**src/design/bms_pkg.sv**
```systemverilog
// shared types and constants for the bounded motion step block
`default_nettype none

package bms_pkg;

   // field widths of the object record
   localparam int POS_W  = 16;
   localparam int VEL_W  = 13;
   localparam int HALF_W = 13;
   localparam int SIZE_W = 12;

   // internal widths: stepped position with reflection headroom, velocity with negation headroom
   localparam int WIDE_W  = POS_W + 2;
   localparam int VWIDE_W = VEL_W + 1;
   localparam int BOUND_W = HALF_W + 1;

   // register indexes on the configuration port
   localparam logic CSR_HALF_WIDTH  = 1'b0;
   localparam logic CSR_HALF_HEIGHT = 1'b1;

   // reset value of both screen half extents
   localparam logic [HALF_W-1:0] HALF_RESET = 13'd127;

   // boundary modes
   typedef enum logic [1:0] {
      MODE_WRAP   = 2'd0,
      MODE_BOUNCE = 2'd1,
      MODE_VANISH = 2'd2,
      MODE_CLAMP  = 2'd3
   } mode_type;

   // per-cycle control handed to each axis pipeline
   typedef struct packed {
      logic     advance;
      mode_type mode;
   } ctl_type;

endpackage

`default_nettype wire

```
**src/design/bms_axis.sv**
```systemverilog
// four-stage pipeline for one coordinate axis: step, upper edge, lower edge, saturate
`default_nettype none

module bms_axis
   import bms_pkg::*;
(
   input  wire logic                      clock,
   input  wire ctl_type                   ctl,
   input  wire logic signed [POS_W-1:0]   pos,
   input  wire logic signed [VEL_W-1:0]   vel,
   input  wire logic [HALF_W-1:0]         half,
   input  wire logic [SIZE_W-1:0]         size,
   output logic                           outside,
   output logic signed [POS_W-1:0]        new_pos,
   output logic signed [VEL_W-1:0]        new_vel
);

   // stage 1: stepped position and widened edge
   logic signed [WIDE_W-1:0]  s1_pos_ff, s1_pos_in;
   logic signed [VWIDE_W-1:0] s1_vel_ff, s1_vel_in;
   logic [BOUND_W-1:0]        s1_bound_ff, s1_bound_in;
   mode_type                  s1_mode_ff;

   // stage 2: after the upper edge check
   logic signed [WIDE_W-1:0]  s2_pos_ff, s2_pos_in;
   logic signed [VWIDE_W-1:0] s2_vel_ff, s2_vel_in;
   logic [BOUND_W-1:0]        s2_bound_ff;
   mode_type                  s2_mode_ff;
   logic                      s2_out_ff, s2_out_in;

   // stage 3: after the lower edge check
   logic signed [WIDE_W-1:0]  s3_pos_ff, s3_pos_in;
   logic signed [VWIDE_W-1:0] s3_vel_ff, s3_vel_in;
   logic                      s3_out_ff, s3_out_in;

   // stage 4: saturated result
   logic signed [POS_W-1:0]   new_pos_ff, new_pos_in;
   logic signed [VEL_W-1:0]   new_vel_ff, new_vel_in;

   logic signed [WIDE_W-1:0]  s1_edge, s1_twice;
   logic signed [WIDE_W-1:0]  s2_edge, s2_twice;

   // step and edge sum
   always_comb begin
      s1_pos_in   = WIDE_W'(pos) + WIDE_W'(vel);
      s1_vel_in   = VWIDE_W'(vel);
      s1_bound_in = BOUND_W'(half) + BOUND_W'(size);
   end

   // upper edge: x above right
   always_comb begin
      s1_edge   = signed'(WIDE_W'(s1_bound_ff));
      s1_twice  = s1_edge <<< 1;
      s2_pos_in = s1_pos_ff;
      s2_vel_in = s1_vel_ff;
      s2_out_in = 1'b0;
      if (s1_pos_ff > s1_edge) begin
         case (s1_mode_ff)
            MODE_WRAP: begin
               s2_pos_in = s1_pos_ff - s1_twice;
            end
            MODE_BOUNCE: begin
               s2_pos_in = s1_twice - s1_pos_ff;
               s2_vel_in = -s1_vel_ff;
            end
            MODE_VANISH: begin
               s2_out_in = 1'b1;
            end
            MODE_CLAMP: begin
               s2_pos_in = s1_edge;
               s2_vel_in = '0;
            end
            default: begin
               s2_pos_in = s1_pos_ff;
            end
         endcase
      end
   end

   // lower edge: x below left, on the values left by the upper check
   always_comb begin
      s2_edge   = signed'(WIDE_W'(s2_bound_ff));
      s2_twice  = s2_edge <<< 1;
      s3_pos_in = s2_pos_ff;
      s3_vel_in = s2_vel_ff;
      s3_out_in = s2_out_ff;
      if (s2_pos_ff < -s2_edge) begin
         case (s2_mode_ff)
            MODE_WRAP: begin
               s3_pos_in = s2_pos_ff + s2_twice;
            end
            MODE_BOUNCE: begin
               s3_pos_in = -s2_twice - s2_pos_ff;
               s3_vel_in = -s2_vel_ff;
            end
            MODE_VANISH: begin
               s3_out_in = 1'b1;
            end
            MODE_CLAMP: begin
               s3_pos_in = -s2_edge;
               s3_vel_in = '0;
            end
            default: begin
               s3_pos_in = s2_pos_ff;
            end
         endcase
      end
   end

   // saturate to the result ranges
   always_comb begin
      if (s3_pos_ff > WIDE_W'(32767)) begin
         new_pos_in = 16'sh7fff;
      end else if (s3_pos_ff < -WIDE_W'(32768)) begin
         new_pos_in = 16'sh8000;
      end else begin
         new_pos_in = s3_pos_ff[POS_W-1:0];
      end
      if (s3_vel_ff > VWIDE_W'(4095)) begin
         new_vel_in = 13'sh0fff;
      end else if (s3_vel_ff < -VWIDE_W'(4096)) begin
         new_vel_in = 13'sh1000;
      end else begin
         new_vel_in = s3_vel_ff[VEL_W-1:0];
      end
   end

   // payload registers move together when the pipeline advances
   always_ff @(posedge clock) begin
      if (ctl.advance) begin
         s1_pos_ff   <= s1_pos_in;
         s1_vel_ff   <= s1_vel_in;
         s1_bound_ff <= s1_bound_in;
         s1_mode_ff  <= ctl.mode;
         s2_pos_ff   <= s2_pos_in;
         s2_vel_ff   <= s2_vel_in;
         s2_bound_ff <= s1_bound_ff;
         s2_mode_ff  <= s1_mode_ff;
         s2_out_ff   <= s2_out_in;
         s3_pos_ff   <= s3_pos_in;
         s3_vel_ff   <= s3_vel_in;
         s3_out_ff   <= s3_out_in;
         new_pos_ff  <= new_pos_in;
         new_vel_ff  <= new_vel_in;
      end
   end

   assign outside = s3_out_ff;
   assign new_pos = new_pos_ff;
   assign new_vel = new_vel_ff;

endmodule

`default_nettype wire

```
**src/design/bounded_motion_step.sv**
```systemverilog
// top level of the bounded motion step: object pipeline, configuration registers, handshake
//
// One object is taken per clock while no result is stalled; its updated record is produced as the work
// runs through four register stages (step and edge sum, right/top edge check, left/bottom
// edge check, saturation into the output register), with x and y handled side by side.
// Throughput is one transfer per cycle as long as rsp_stall stays low; while a result waits
// on rsp_stall the whole pipeline holds and req_stall is raised. The screen half width and
// half height are written through the csr_ port, which is always ready, and should be
// changed only while no object is in flight.
`default_nettype none

module bounded_motion_step
   import bms_pkg::*;
(
   input  wire logic                      clock,
   input  wire logic                      reset,
   // object input
   input  wire logic                      req_valid,
   output logic                           req_stall,
   input  wire logic signed [POS_W-1:0]   req_pos_x,
   input  wire logic signed [POS_W-1:0]   req_pos_y,
   input  wire logic signed [VEL_W-1:0]   req_vel_x,
   input  wire logic signed [VEL_W-1:0]   req_vel_y,
   input  wire logic                      req_alive_in,
   input  wire logic [SIZE_W-1:0]         req_object_half_size,
   input  wire logic [1:0]                req_opcode,
   // updated object
   output logic                           rsp_valid,
   input  wire logic                      rsp_stall,
   output logic signed [POS_W-1:0]        rsp_new_x,
   output logic signed [POS_W-1:0]        rsp_new_y,
   output logic signed [VEL_W-1:0]        rsp_new_vx,
   output logic signed [VEL_W-1:0]        rsp_new_vy,
   output logic                           rsp_alive_out,
   // configuration writes
   input  wire logic                      csr_valid,
   output logic                           csr_ready,
   input  wire logic                      csr_index,
   input  wire logic [HALF_W-1:0]         csr_wdata
);

   logic [HALF_W-1:0] half_w_ff, half_h_ff;
   logic              s1_valid_ff, s2_valid_ff, s3_valid_ff, rsp_valid_ff;
   logic              s1_alive_ff, s2_alive_ff, s3_alive_ff, alive_out_ff;
   logic              alive_out_in;
   logic              advance;
   logic              out_x, out_y;
   ctl_type           ctl;

   // whole pipeline holds only while a finished result is refused
   assign advance   = !(rsp_valid_ff && rsp_stall);
   assign req_stall = !advance;
   assign csr_ready = 1'b1;

   assign ctl.advance = advance;
   assign ctl.mode    = mode_type'(req_opcode);

   // screen box registers
   always_ff @(posedge clock) begin
      if (reset) begin
         half_w_ff <= HALF_RESET;
         half_h_ff <= HALF_RESET;
      end else if (csr_valid && csr_ready) begin
         case (csr_index)
            CSR_HALF_WIDTH:  half_w_ff <= csr_wdata;
            CSR_HALF_HEIGHT: half_h_ff <= csr_wdata;
            default:         half_w_ff <= half_w_ff;
         endcase
      end
   end

   // valid bits travel with the data
   always_ff @(posedge clock) begin
      if (reset) begin
         s1_valid_ff  <= 1'b0;
         s2_valid_ff  <= 1'b0;
         s3_valid_ff  <= 1'b0;
         rsp_valid_ff <= 1'b0;
      end else if (advance) begin
         s1_valid_ff  <= req_valid;
         s2_valid_ff  <= s1_valid_ff;
         s3_valid_ff  <= s2_valid_ff;
         rsp_valid_ff <= s3_valid_ff;
      end
   end

   // alive flag, cleared by vanish when either axis left the box
   assign alive_out_in = s3_alive_ff && !(out_x || out_y);

   always_ff @(posedge clock) begin
      if (advance) begin
         s1_alive_ff  <= req_alive_in;
         s2_alive_ff  <= s1_alive_ff;
         s3_alive_ff  <= s2_alive_ff;
         alive_out_ff <= alive_out_in;
      end
   end

   // horizontal axis
   bms_axis u_axis_x (
      .clock   (clock),
      .ctl     (ctl),
      .pos     (req_pos_x),
      .vel     (req_vel_x),
      .half    (half_w_ff),
      .size    (req_object_half_size),
      .outside (out_x),
      .new_pos (rsp_new_x),
      .new_vel (rsp_new_vx)
   );

   // vertical axis
   bms_axis u_axis_y (
      .clock   (clock),
      .ctl     (ctl),
      .pos     (req_pos_y),
      .vel     (req_vel_y),
      .half    (half_h_ff),
      .size    (req_object_half_size),
      .outside (out_y),
      .new_pos (rsp_new_y),
      .new_vel (rsp_new_vy)
   );

   assign rsp_valid     = rsp_valid_ff;
   assign rsp_alive_out = alive_out_ff;

endmodule

`default_nettype wire

```
**config.mk**
```make
export PLATFORM = sky130hd
export DESIGN_NAME = bounded_motion_step
export DESIGN_NICKNAME = d
export VERILOG_FILES = /design/src/design/bms_pkg.sv /design/src/design/bms_axis.sv /design/src/design/bounded_motion_step.sv
export SDC_FILE = /design/constraint.sdc
export NUM_CORES = 1
export LEC_CHECK = 0
export BUFFER_PORTS_ARGS = -buffer_cell sky130_fd_sc_hd__buf_2
export CORE_ASPECT_RATIO = 1.1
export CORE_MARGIN = 3
export CORE_UTILIZATION = 30
export CTS_BUF_LIST = sky130_fd_sc_hd__clkbuf_8
export CTS_CLUSTER_SIZE = 24
export DETAILED_ROUTE_END_ITERATION = 8
export PLACE_DENSITY_LB_ADDON = 0.3
export SYNTH_ARGS = -nofsm -noshare
export SYNTH_HDL_FRONTEND = slang
export SYNTH_SLANG_ARGS = --single-unit
```
**constraint.sdc**
```tcl
create_clock -name clock -period 7.8 [get_ports clock]
set_input_delay 0.39 -clock clock [delete_from_list [all_inputs] [get_ports clock]]
set_output_delay 0.39 -clock clock [all_outputs]
set_load 0.03 [all_outputs]
```
### After elaboration in Yosys (flattened, before gate mapping)

Index checks and enable logic that the tools add are counted.

* mux-type cells: 25
* equal/unequal tests: 6
* bitwise logic cells: 1
* reduce and logical (&&, ||, !) cells: 8
* add/sub/neg operators: 20
* magnitude comparators: 12

Operator list (number)
* one-hot mux 18 bit (3 select lines): 4
* one-hot mux 14 bit (2 select lines): 4
* two-way mux 18 bit: 4
* two-way mux 14 bit: 4
* adder 18 x 16 -> 18 bit: 2
* greater-than comparator 18 x 15 -> 1 bit: 2
* greater-than comparator 18 x 16 -> 1 bit, second input constant: 2
* less-than comparator 18 x 16 -> 1 bit, second input constant: 2
* less-than comparator 18 bit: 2
* negator 14 -> 18 bit: 2
* negator 15 -> 18 bit: 2
* subtractor 16 x 18 -> 18 bit: 2
* subtractor 18 x 16 -> 18 bit: 2
* subtractor 18 bit: 2
* adder 16 x 13 -> 17 bit: 2
* two-way mux 16 bit: 2
* adder 13 x 12 -> 14 bit: 2
* greater-than comparator 14 x 13 -> 1 bit, second input constant: 2
* less-than comparator 14 x 13 -> 1 bit, second input constant: 2
* negator 13 -> 14 bit: 2
* negator 14 bit: 2
* two-way mux 13 bit: 2
* == test 2 bit, second input constant: 4
* two-way mux 1 bit: 5
* other kinds (7): 11

* output and inout port bits: 62
* bits of input ports: 92
* register bits after elaboration: 346
* word-level logic and storage cells: 108

### Logic depth before layout (Yosys ltp)

Gate-level depths: netlist of run 1.

* depth after elaboration: 4
* mapped depth: 18

### Modules after synthesis

From an unflattened synthesis of run 1, not the netlist that was laid out.

* cells, all modules: 2768
* area, all modules: 25768.5 µm²

Modules (own cells, without submodules)
* bms_axis at u_axis_x: area an instance 12294.3 µm², cells an instance 1343, seq. area each 4714.5 µm², times used 1
* bms_axis at u_axis_y: area an instance 12096.6 µm², cells an instance 1298, seq. area each 4714.5 µm², times used 1
* bounded_motion_step: area an instance 1377.6 µm², cells an instance 127, seq. area each 720.7 µm², times used 1

### Worst setup path after synthesis of run 1

No wires, ideal clock.

* path type: input -> register
* from: in rsp_stall
* to: reg s1_valid_ff
* buffers on the path: 0
* path slack: -1.857 ns
* arrival: 9.508 ns
* library setup time: 0.149 ns
* cell stages on the path: 4
* cell sequence: nand2_1 -> inv_1 -> nand2_1 -> a21oi_1

* word-level cells in the longest chain between the ends: 1

RTL lines
* start, declared: RTL line bounded_motion_step.sv:29 `input wire logic rsp_stall,`
* logical AND 1 bit: RTL line bounded_motion_step.sv:51 `assign advance = !(rsp_valid_ff && rsp_stall);`
* named net req_stall: RTL line bounded_motion_step.sv:19 `output logic req_stall,`
* end signal, assigned: RTL line bounded_motion_step.sv:80 `s1_valid_ff <= req_valid;`
* end, declared: RTL line bounded_motion_step.sv:43 `logic s1_valid_ff, s2_valid_ff, s3_valid_ff, rsp_valid_ff;`

The timed path passes the listed nets, and every way through them passes these cells.
A chain may end at the register's enable or synchronous reset.

### Worst setup path in the final report of run 1

* from: reg u_axis_x.s2_bound_ff[1]
* to: reg u_axis_x.s3_pos_ff[16], data pin

* word-level cells in the longest chain between the ends: 4

RTL lines
* start, declared: RTL line bms_axis.sv:27 `logic [BOUND_W-1:0] s2_bound_ff;`
* start signal, assigned: RTL line bms_axis.sv:137 `s2_bound_ff <= s1_bound_ff;`
* negator 15 -> 18 bit: RTL line bms_axis.sv:93 `s3_pos_in = -s2_twice - s2_pos_ff;`
* subtractor 18 bit: RTL line bms_axis.sv:93
* one-hot mux 18 bit (3 select lines): RTL line bms_axis.sv:88 `case (s2_mode_ff)`
* two-way mux 18 bit *: RTL line bms_axis.sv:87 `if (s2_pos_ff < -s2_edge) begin`
* named net u_axis_x.s3_pos_in[16]: RTL line bms_axis.sv:32 `logic signed [WIDE_W-1:0] s3_pos_ff, s3_pos_in;`
* end signal, assigned: RTL line bms_axis.sv:140 `s3_pos_ff <= s3_pos_in;`
* end, declared: RTL line bms_axis.sv:32

Mark *: on every way through the listed nets, which the timed path passes. The rest lies on a longest branch.

==> results of run 1 <==
## metrics by stage
step,cells,setup slack [ns],area [um^2],hold WS (ns)
after global routing,4032,2.949,28730,0.01828
after floorplan,2740,1.928,25170,0.4003
final,4033,3.335,28740,0.06695
after CTS,4031,3.329,28730,0.002128
after global placement,3870,3.461,27010,0.4045
after detailed placement,3870,3.339,27010,0.4083
## final cells by class
type                       count  area (um^2)
clock inverter                48        325.3
fill                        8377        53710
timing repair buffer         210         1314
clock buffer                  71        977.2
multi-input combinational   2075        13930
sequential                   344        10030
tap                         1064         1331
antenna                        2        5.005
inverter                     219        822.0
## power groups by stage
stage / sequential [mW] / clock (mW) / combinational (mW)
2_1_floorplan: 3.25 / 0 / 3.24
3_3_place_gp: 3.27 / 0 / 4.48
3_5_place_dp: 3.27 / 0 / 4.45
4_1_cts: 3.23 / 1.86 / 4.50
5_1_grt: 3.30 / 1.95 / 5.06
6_report: 3.22 / 1.79 / 4.53
## cells by family after synthesis
family	after synthesis	synth area share (%)
AO/OA/AOI/OAI	737	18.70
XOR/XNOR	140	4.871
adder cells (fa/ha/maj)	278	14.18
buffers and inverters	321	4.886
flip-flops	344	39.84
multiplexers	24	0.9941
other	1	0.01490
AND/OR/NAND/NOR	895	16.51
## placed cells by master (no fill, tap or decap), drive strengths merged, types with 17 or more instances in the layout
cell / synthesis / layout
a211oi: 26 / 26
nor3b: 25 / 25
o22ai: 21 / 21
o21a: 31 / 31
mux2i: 19 / 19
dfxtp: 30 / 30
nand3: 39 / 39
clkinv: 1 / 23
and3: 17 / 17
xor2: 37 / 37
inv: 218 / 236
nor2b: 29 / 29
edfxtp: 314 / 314
xnor2: 103 / 103
nor2: 271 / 271
buf: 16 / 168
a21o: 58 / 58
clkbuf: 86 / 71
ha: 266 / 266
a31oi: 23 / 23
nor3: 111 / 111
o21ai: 192 / 192
or3: 19 / 19
nand2: 292 / 292
a21oi: 221 / 221
a221oi: 20 / 20
dlygate4sd3: 0 / 42
## registers in the layout (all words and copies together), names as in the netlist, 14 cells and up
| name | count |
|---|---|
| u_axis_y.new_pos | 16 |
| u_axis_y.s1_pos_ff | 17 |
| u_axis_x.s3_vel_ff | 14 |
| u_axis_y.s3_pos_ff | 18 |
| u_axis_y.s2_pos_ff | 18 |
| u_axis_x.s3_pos_ff | 18 |
| u_axis_x.new_pos | 16 |
| u_axis_x.s2_pos_ff | 18 |
| u_axis_x.s1_pos_ff | 17 |
| u_axis_x.s2_bound_ff | 14 |
| u_axis_y.s2_vel_ff | 14 |
| u_axis_y.s3_vel_ff | 14 |
| u_axis_x.s1_bound_ff | 14 |
| u_axis_x.s2_vel_ff | 14 |
| u_axis_y.s2_bound_ff | 14 |
| u_axis_y.s1_bound_ff | 14 |
## Yosys cell counts, types with 8 or more instances
library cell	n	area share (%)
sky130_fd_sc_hd__o21bai_1	13	0.39
sky130_fd_sc_hd__xnor2_1	103	3.6
sky130_fd_sc_hd__a21oi_1	220	4.4
sky130_fd_sc_hd__nor4_1	11	0.27
sky130_fd_sc_hd__a21o_1	58	1.7
sky130_fd_sc_hd__nand3b_1	16	0.48
sky130_fd_sc_hd__o31ai_1	8	0.24
sky130_fd_sc_hd__a221oi_1	20	0.70
sky130_fd_sc_hd__ha_1	266	13
sky130_fd_sc_hd__nand2b_1	15	0.37
sky130_fd_sc_hd__a22oi_1	13	0.39
sky130_fd_sc_hd__dfxtp_1	30	2.4
sky130_fd_sc_hd__or2_2	14	0.35
sky130_fd_sc_hd__o21ai_1	11	0.22
sky130_fd_sc_hd__and3_1	17	0.42
sky130_fd_sc_hd__nand2_1	291	4.3
sky130_fd_sc_hd__mux2i_1	19	0.76
sky130_fd_sc_hd__o21ai_0	180	3.6
sky130_fd_sc_hd__and2_1	13	0.32
sky130_fd_sc_hd__a211oi_1	26	0.78
sky130_fd_sc_hd__nor2_1	270	4.0
sky130_fd_sc_hd__nor3b_2	8	0.40
sky130_fd_sc_hd__edfxtp_1	314	37
sky130_fd_sc_hd__or3_1	18	0.45
sky130_fd_sc_hd__o21a_1	31	0.92
sky130_fd_sc_hd__a21boi_0	10	0.30
sky130_fd_sc_hd__fa_1	12	0.95
sky130_fd_sc_hd__clkbuf_1	86	1.3
sky130_fd_sc_hd__nor3b_1	17	0.51
sky130_fd_sc_hd__inv_1	218	3.3
sky130_fd_sc_hd__o211ai_1	8	0.24
sky130_fd_sc_hd__o22ai_1	21	0.52
sky130_fd_sc_hd__nor3_1	110	2.2
sky130_fd_sc_hd__a31oi_1	22	0.55
sky130_fd_sc_hd__nor2b_1	29	0.72
sky130_fd_sc_hd__xor2_1	37	1.3
sky130_fd_sc_hd__nand4_1	11	0.27
sky130_fd_sc_hd__nand3_1	39	0.78
## path summary, 6_finish.rpt
| path | start | end | cells past startpoint |
|---|---|---|---|
| hold / removal | req_vel_y[12] | u_axis_y.s1_vel_ff[12] | 1 |
| hold reg to reg | s1_alive_ff | s2_alive_ff | 0 |
| setup / recovery | u_axis_x.s2_bound_ff[1] | u_axis_x.s3_pos_ff[16] | 14 |
| setup reg to reg | u_axis_x.s2_bound_ff[1] | u_axis_x.s3_pos_ff[16] | 14 |
## per-layer routing
layer | global-route usage, % | part of all wire [%]
met5 | 0 | 0.010
met4 | 4.005 | 2.1
met3 | 2.709 | 5.0
met2 | 26.33 | 46
met1 | 21.60 | 46
## worst reg2reg max path: stages (launching register included)
cell	delay, ns
sky130_fd_sc_hd__edfxtp_1	0.42
sky130_fd_sc_hd__inv_1	0.18
sky130_fd_sc_hd__nand4_1	0.18
sky130_fd_sc_hd__nor4_1	0.63
sky130_fd_sc_hd__nand3_1	0.18
sky130_fd_sc_hd__xnor2_1	0.26
sky130_fd_sc_hd__ha_1	0.30
sky130_fd_sc_hd__a211o_1	0.26
sky130_fd_sc_hd__a31oi_1	0.19
sky130_fd_sc_hd__o211ai_1	0.12
sky130_fd_sc_hd__nand2_1	0.08
sky130_fd_sc_hd__mux2_2	0.46
sky130_fd_sc_hd__or2_2	0.51
sky130_fd_sc_hd__or4_4	0.48
sky130_fd_sc_hd__o211ai_2	0.07
==> impl_summary.md, run 1 <==
Run status
The run finished with clean final reports.

Critical path
The minimum setup slack among reg-to-reg paths is 3.34 ns. The top cell family by delay on the critical path is simple AND/OR/NAND/NOR gates. The data required time of the worst path is 8.26 ns. The worst-path cell with the longest stage delay is sky130_fd_sc_hd__nor4_1. The critical path class is flop to flop. In this design, the stage delay of the slowest critical-path cell is 0.63 ns. Traced cell by cell, the critical path runs through inv_1, nand4_1, nor4_1, nand3_1, xnor2_1, ha_1, a211o_1, a31oi_1, o211ai_1, nand2_1, mux2_2, or2_2, or4_4, o211ai_2. Counting both buffers and inverters, the worst setup path holds a total of 1. The data arrival time of the critical path is 4.93 ns. STA classifies the critical path endpoint as a flop. The worst setup path is launched from a flop.

The maximum net fanout on the critical path is 24.

Clock tree
The post-cts gate resize count is 0. The worst-case clock buffer depth is 3. For the worst-skew pair, the clock arrives at the later sink with an insertion delay of 0.65 ns. Hold repair after CTS inserted 42 buffers. Buffers added to address setup during post-CTS repair amount to 0.

The clock tree synthesis step divided the H-tree into 3 levels. Clock-pin slew was measured on the worst setup and hold paths at 0.05 ns. The TritonCTS buffer count is 68.

The root cell of the clock tree is sky130_fd_sc_hd__clkbuf_8. TritonCTS built the clock tree. The tree built by TritonCTS fans out to 344 sinks.

Die
For this configuration, the core starts out at a cell density of 30.53%. The core area is 82440 um^2. The overall die width is 282.2 um. After floorplanning, the core was divided into 110 placement rows. During I/O placement, the number of pins put on the boundary was 154. The area of the die is 87420 um^2. The vertical die dimension is 309.8 um.

Detailed routing
The detailed router finished its first iteration with 1571 violations. The first detailed-routing pass ran for 6 iterations. The remaining antenna violation count is 0. The per-cell routed wire length is 17.43 um. The post-detailed-route DRC marker count is 0.

Across all layers, the routed design uses 20.42k vias. Dividing the detail-routed via count by the number of cells gives 5.064. The final layout contains routed wiring with a total length of 70.30 mm.

Place
The port buffer count is 152. The routability congestion estimate is 0.9144. The half-perimeter wire length of the detailed placement result is 53.56 mm.

Timing
The worst path in the final design needs a cycle of 4.465 ns, including I/O delays and setup. The count of endpoints failing setup in the final report is 0. The setup TNS after final layout is 0 ns. Setup repair after global routing left no endpoint under its margin. The total count of hold-check failures in the final report is 0. For the final database, setup skew stands at 0.04259 ns.

The peak clock frequency supported by timing is 224.0 MHz. The max-slew violation count is 0. For the pin with the worst max-slew slack, the measured transition is 1.007 ns.

The final clock period utilization by the worst path is 57.24%. Measured against its own limit, the worst slew margin works out to 32.87%.

Power and ir drop
The cell area power density is 332.1 nW/um^2. In this run, the combinational gates consume 47.5% of the power. In this run, flip-flops and latches consume 33.8% of the power.

IR analysis of the VDD net gives a maximum drop of 0.0001129 V. The net switching share of the total power is 42.57%. The static leakage power is 12.36 nW.

The internal portion of the total power is 5.479 mW. The post-route total power is 9.542 mW. The switching power summed over all nets is 4.062 mW. The relative contribution of the clock network to total power is 18.7%.

Final layout
The final design utilization is 34.86%. The layout net count is 3288. Cells with a size suffix above 1 make up 10.75% of the layout. Compared with the post-synthesis result, the final layout area differs by 14.16%.

Synth
A synthesized cell averages 9.187 um^2. The main flop type after synthesis is sky130_fd_sc_hd__edfxtp_1. The synthesized design contains 314 enable-type register cells. The synthesized netlist net count is 3110. The area of the mapped netlist is 25170 um^2. The unique cell type count in the Yosys netlist is 93. The synthesis-stage register bit count is 344.

The post-synthesis instance total is 2740. For this run, asynchronously set or reset flops after synthesis account for 0%. For this run, the number of Yosys warnings is 0. The post-synthesis sequential area ratio is 39.84%.

Global routing
The aggregate global routing overflow is 0. The number of global-route vias before repair is 19.47k. The first global-routing pass estimated 110.2 mm of wire. The largest net degree at the start of global routing is 161.

In the global route stage, overall resource usage came out at 15.90%. The initial antenna violation count was 2.

Flow run
The tool flagged a number of max-cap violations equal to 0.

Hold path
The min-delay analysis places its worst path in the category input port to flop.
No activity file was read; power rests on OpenSTA's default activity.
==> inputs of run 2 (changes only) <==
==> constraint.sdc (replaced) <==
create_clock -name clock -period 4.5 [get_ports clock]
set_input_delay 0.225 -clock clock [delete_from_list [all_inputs] [get_ports clock]]
set_output_delay 0.225 -clock clock [all_outputs]
set_load 0.03 [all_outputs]
==> run 2 against run 1 <==
Effect of this change: clock skew is 0.012 ns lower; cell count grew 0.22%; wire length down 1.1%; largest cell class unchanged; design area is 0.53% higher; hold slack better by 0.022 ns.
==> impl_summary.md, run 2 (synthesis gave the netlist of run 1 again) <==
Timing
Final hold analysis gives a worst-case slack of 0.08890 ns. Setup repair after global routing left no endpoint under its margin. The count of endpoints failing setup in the final report is 0. The post-route worst setup slack is 0.3185 ns.

The peak clock frequency supported by timing is 239.2 MHz. The clock skew is 0.03106 ns. The max-slew violation count is 0. The routed design could run at a clock period as short as 4.181 ns. The total count of hold-check failures in the final report is 0. The max-slew headroom at the worst pin is 37.38%. The final clock period utilization by the worst path is 92.92%. The setup TNS after final layout is 0 ns.

The slew at the pin with the worst max-slew slack is 0.9321 ns.

Clock tree
The TritonCTS clock tree is built. The clock net sink count is 344. The root cell of the clock tree is sky130_fd_sc_hd__clkbuf_8. The worst-case clock buffer depth is 3.

For the worst-skew pair, the clock arrives at the later sink with an insertion delay of 0.65 ns. The H-tree generated during clock tree synthesis spans 3 levels. In this run, CTS created clock tree buffers numbering 67. The CTS clock-pin slew for the worst setup and hold paths is 0.06 ns.

Die
The floorplan step defined a die boundary enclosing 87420 um^2. The cell row count is 110. Once the floorplan was initialized, standard cells occupied 30.53% of the core. The vertical die dimension is 309.8 um.

The floorplan step defined a core boundary enclosing 82440 um^2. The overall die width is 282.2 um. In this run the count of I/O pins placed on the die edge is 154.

Critical path
The largest stage delay on the critical path is 0.50 ns. The data required time of the worst path is 4.97 ns. The critical path goes through inv_1, nand4_1, nor4_1, buf_4, nand3_1, xnor2_1, ha_1, a211o_1, a31oi_1, o211ai_1, nand2_1, mux2_2, or2_2, or4_4, o211ai_2. STA classifies the critical path endpoint as a flop. The endpoint identified for the worst register-to-register timing path is u_axis_x.s3_pos_ff[16]. The worst-path cell with the longest stage delay is sky130_fd_sc_hd__or2_2.

In this run the worst path has a maximum fanout of 24. The number of cells on the worst reg-to-reg path is 15. In this run the register-to-register setup slack is 0.32 ns.

The worst setup path is launched from a flop. The data arrival time of the critical path is 4.66 ns. The setup path with the least slack is of type flop to flop. The startpoint identified for the worst register-to-register timing path is u_axis_x.s2_bound_ff[2].

Hold path
The path class of the lowest-slack min-delay path is input port to flop. The startpoint of the lowest-slack hold path is req_pos_y[15]. The worst hold path terminates at u_axis_y.s1_pos_ff[16]. The worst hold path was traced through 3 stages.

Final layout
In the final design database the tool counted 3299 nets. The post-route cell area is 28890 um^2. The final instance count without filler cells is 4042.

In the layout the commonest cells are sky130_fd_sc_hd__edfxtp_1, sky130_fd_sc_hd__nand2_1, sky130_fd_sc_hd__nor2_1, sky130_fd_sc_hd__ha_1, sky130_fd_sc_hd__inv_1. The layout filler cell count is 8387. For this run, the share of the core covered by cells in the final layout is 35.04%. The area added between synthesis and finish is 14.76%.

The most common cell after layout, fill and taps aside is sky130_fd_sc_hd__edfxtp_1. Of the cells placed in the final design, the portion with a size suffix greater than 1 is 10.82%.

Place
The cell total after placement is 3876. After detailed placement, the total cell area comes to 27060 um^2. The port buffer count is 152.

The routability congestion estimate is 0.9110. The pre-CTS worst setup slack is 0.2602 ns. The half-perimeter wire length of the detailed placement result is 53.11 mm.

Detailed routing
The routed wire length is 69.53 mm. In this run the remaining antenna-violating nets after routing total 0. In the routed design, unresolved DRC markers number 0. The number of search-and-repair iterations in the first detailed-routing pass is 6. In the routed layout, each cell is associated on average with a via count of 5.055.

The routed via count is 20.43k. The per-cell routed wire length is 17.20 um. After the first detailed-routing iteration, the DRC count stood at 1696.

Run status
The flow ran to the end, and the final reports show no timing, DRC or antenna violations.

Global routing
The aggregate global routing overflow is 0. The first global-routing pass estimated 108.4 mm of wire. For this run, the total global-route usage over all layers was measured as 15.66%.

The largest net degree at the start of global routing is 120. The initial antenna violation count is 1. The number of global-route vias before repair was 19.42k.

Power and ir drop
The cell-internal power is 9.576 mW. Net switching is 42.11% of the power. The relative contribution of the clock network to total power is 18.9%.

The sequential group share of total power is 33.7%. The peak supply drop is 0.0002816 V. The combinational fraction of design power is 47.4%. Dividing total power by cell area gives a power density of 572.6 nW/um^2. Power comes to 16.54 mW. The switching power summed over all nets is 6.965 mW. For this design the static power due to leakage is 12.44 nW.

Flow run
The reported max-cap violation count is 0.
run 2: cell types whose count changed in the layout (fill, tap and decap cells not counted), sizes merged:
cell         change
clkinv           -7
dlygate4sd3      +6
clkbuf           -2
buf              +6
diode            -1
bufinv           +2
inv              +5
run 2: cell type report:
class                           instances  area (um^2)  share of cell area (%)
Multi-Input combinational cell       2075        13950                   48.31
Sequential cell                       344        10030                   34.72
Timing Repair Buffer                  222         1431                   4.955
Tap cell                             1064         1331                   4.608
Clock buffer                           69        949.7                   3.287
Inverter                              219        822.0                   2.846
Clock inverter                         48        366.6                   1.269
Antenna cell                            1        2.502                0.008663
run 2: how the worst max path moves through the flow:
stage,to,slack [ns],from
after floorplan,s1_valid_ff,0.70,rsp_valid
after global placement,u_axis_x.s3_vel_ff[6],0.42,u_axis_x.s2_bound_ff[1]
after detailed placement,u_axis_y.s3_vel_ff[1],0.26,u_axis_y.s2_bound_ff[2]
after CTS,u_axis_y.s3_vel_ff[1],0.26,u_axis_y.s2_bound_ff[2]
after global routing,u_axis_x.s3_vel_ff[6],0.01,u_axis_x.s2_bound_ff[0]
final,u_axis_x.s3_pos_ff[16],0.32,u_axis_x.s2_bound_ff[2]
run 2: timing repair:
item	4_1_cts	5_1_grt
setup endpoints to repair	0	24
buffers inserted	0	0
hold endpoints to repair	60	0
resized for setup	0	5
hold buffers	48	0
run 2: worst max-delay path: cells and delay by family, from the launching register on:
kind	cells	cell delay (ns)
simple gates	6	1.51
compound gates	4	0.66
xor+xnor	1	0.27
fa+ha+maj	1	0.32
mux	1	0.46
buf+inv	2	0.32
flops	1	0.45
run 2: power by group through the flow:
stage	sequential [mW]	clock (mW)	combinational [mW]
detailed placement	5.64	0	7.70
floorplan	5.63	0	5.62
finish	5.57	3.13	7.84
global route	5.70	3.40	8.78
CTS	5.58	3.25	7.78
global placement	5.64	0	7.72
run 2: per-layer routing:
metal  GRT usage, %  vias to the layer above  share of wire [%]
met5              0                        -                  0
met4          5.436                        0                3.1
met3          2.664                      118                5.5
met2          25.17                      571                 45
met1          21.31                     9489                 47
li1               -                    10260                  -
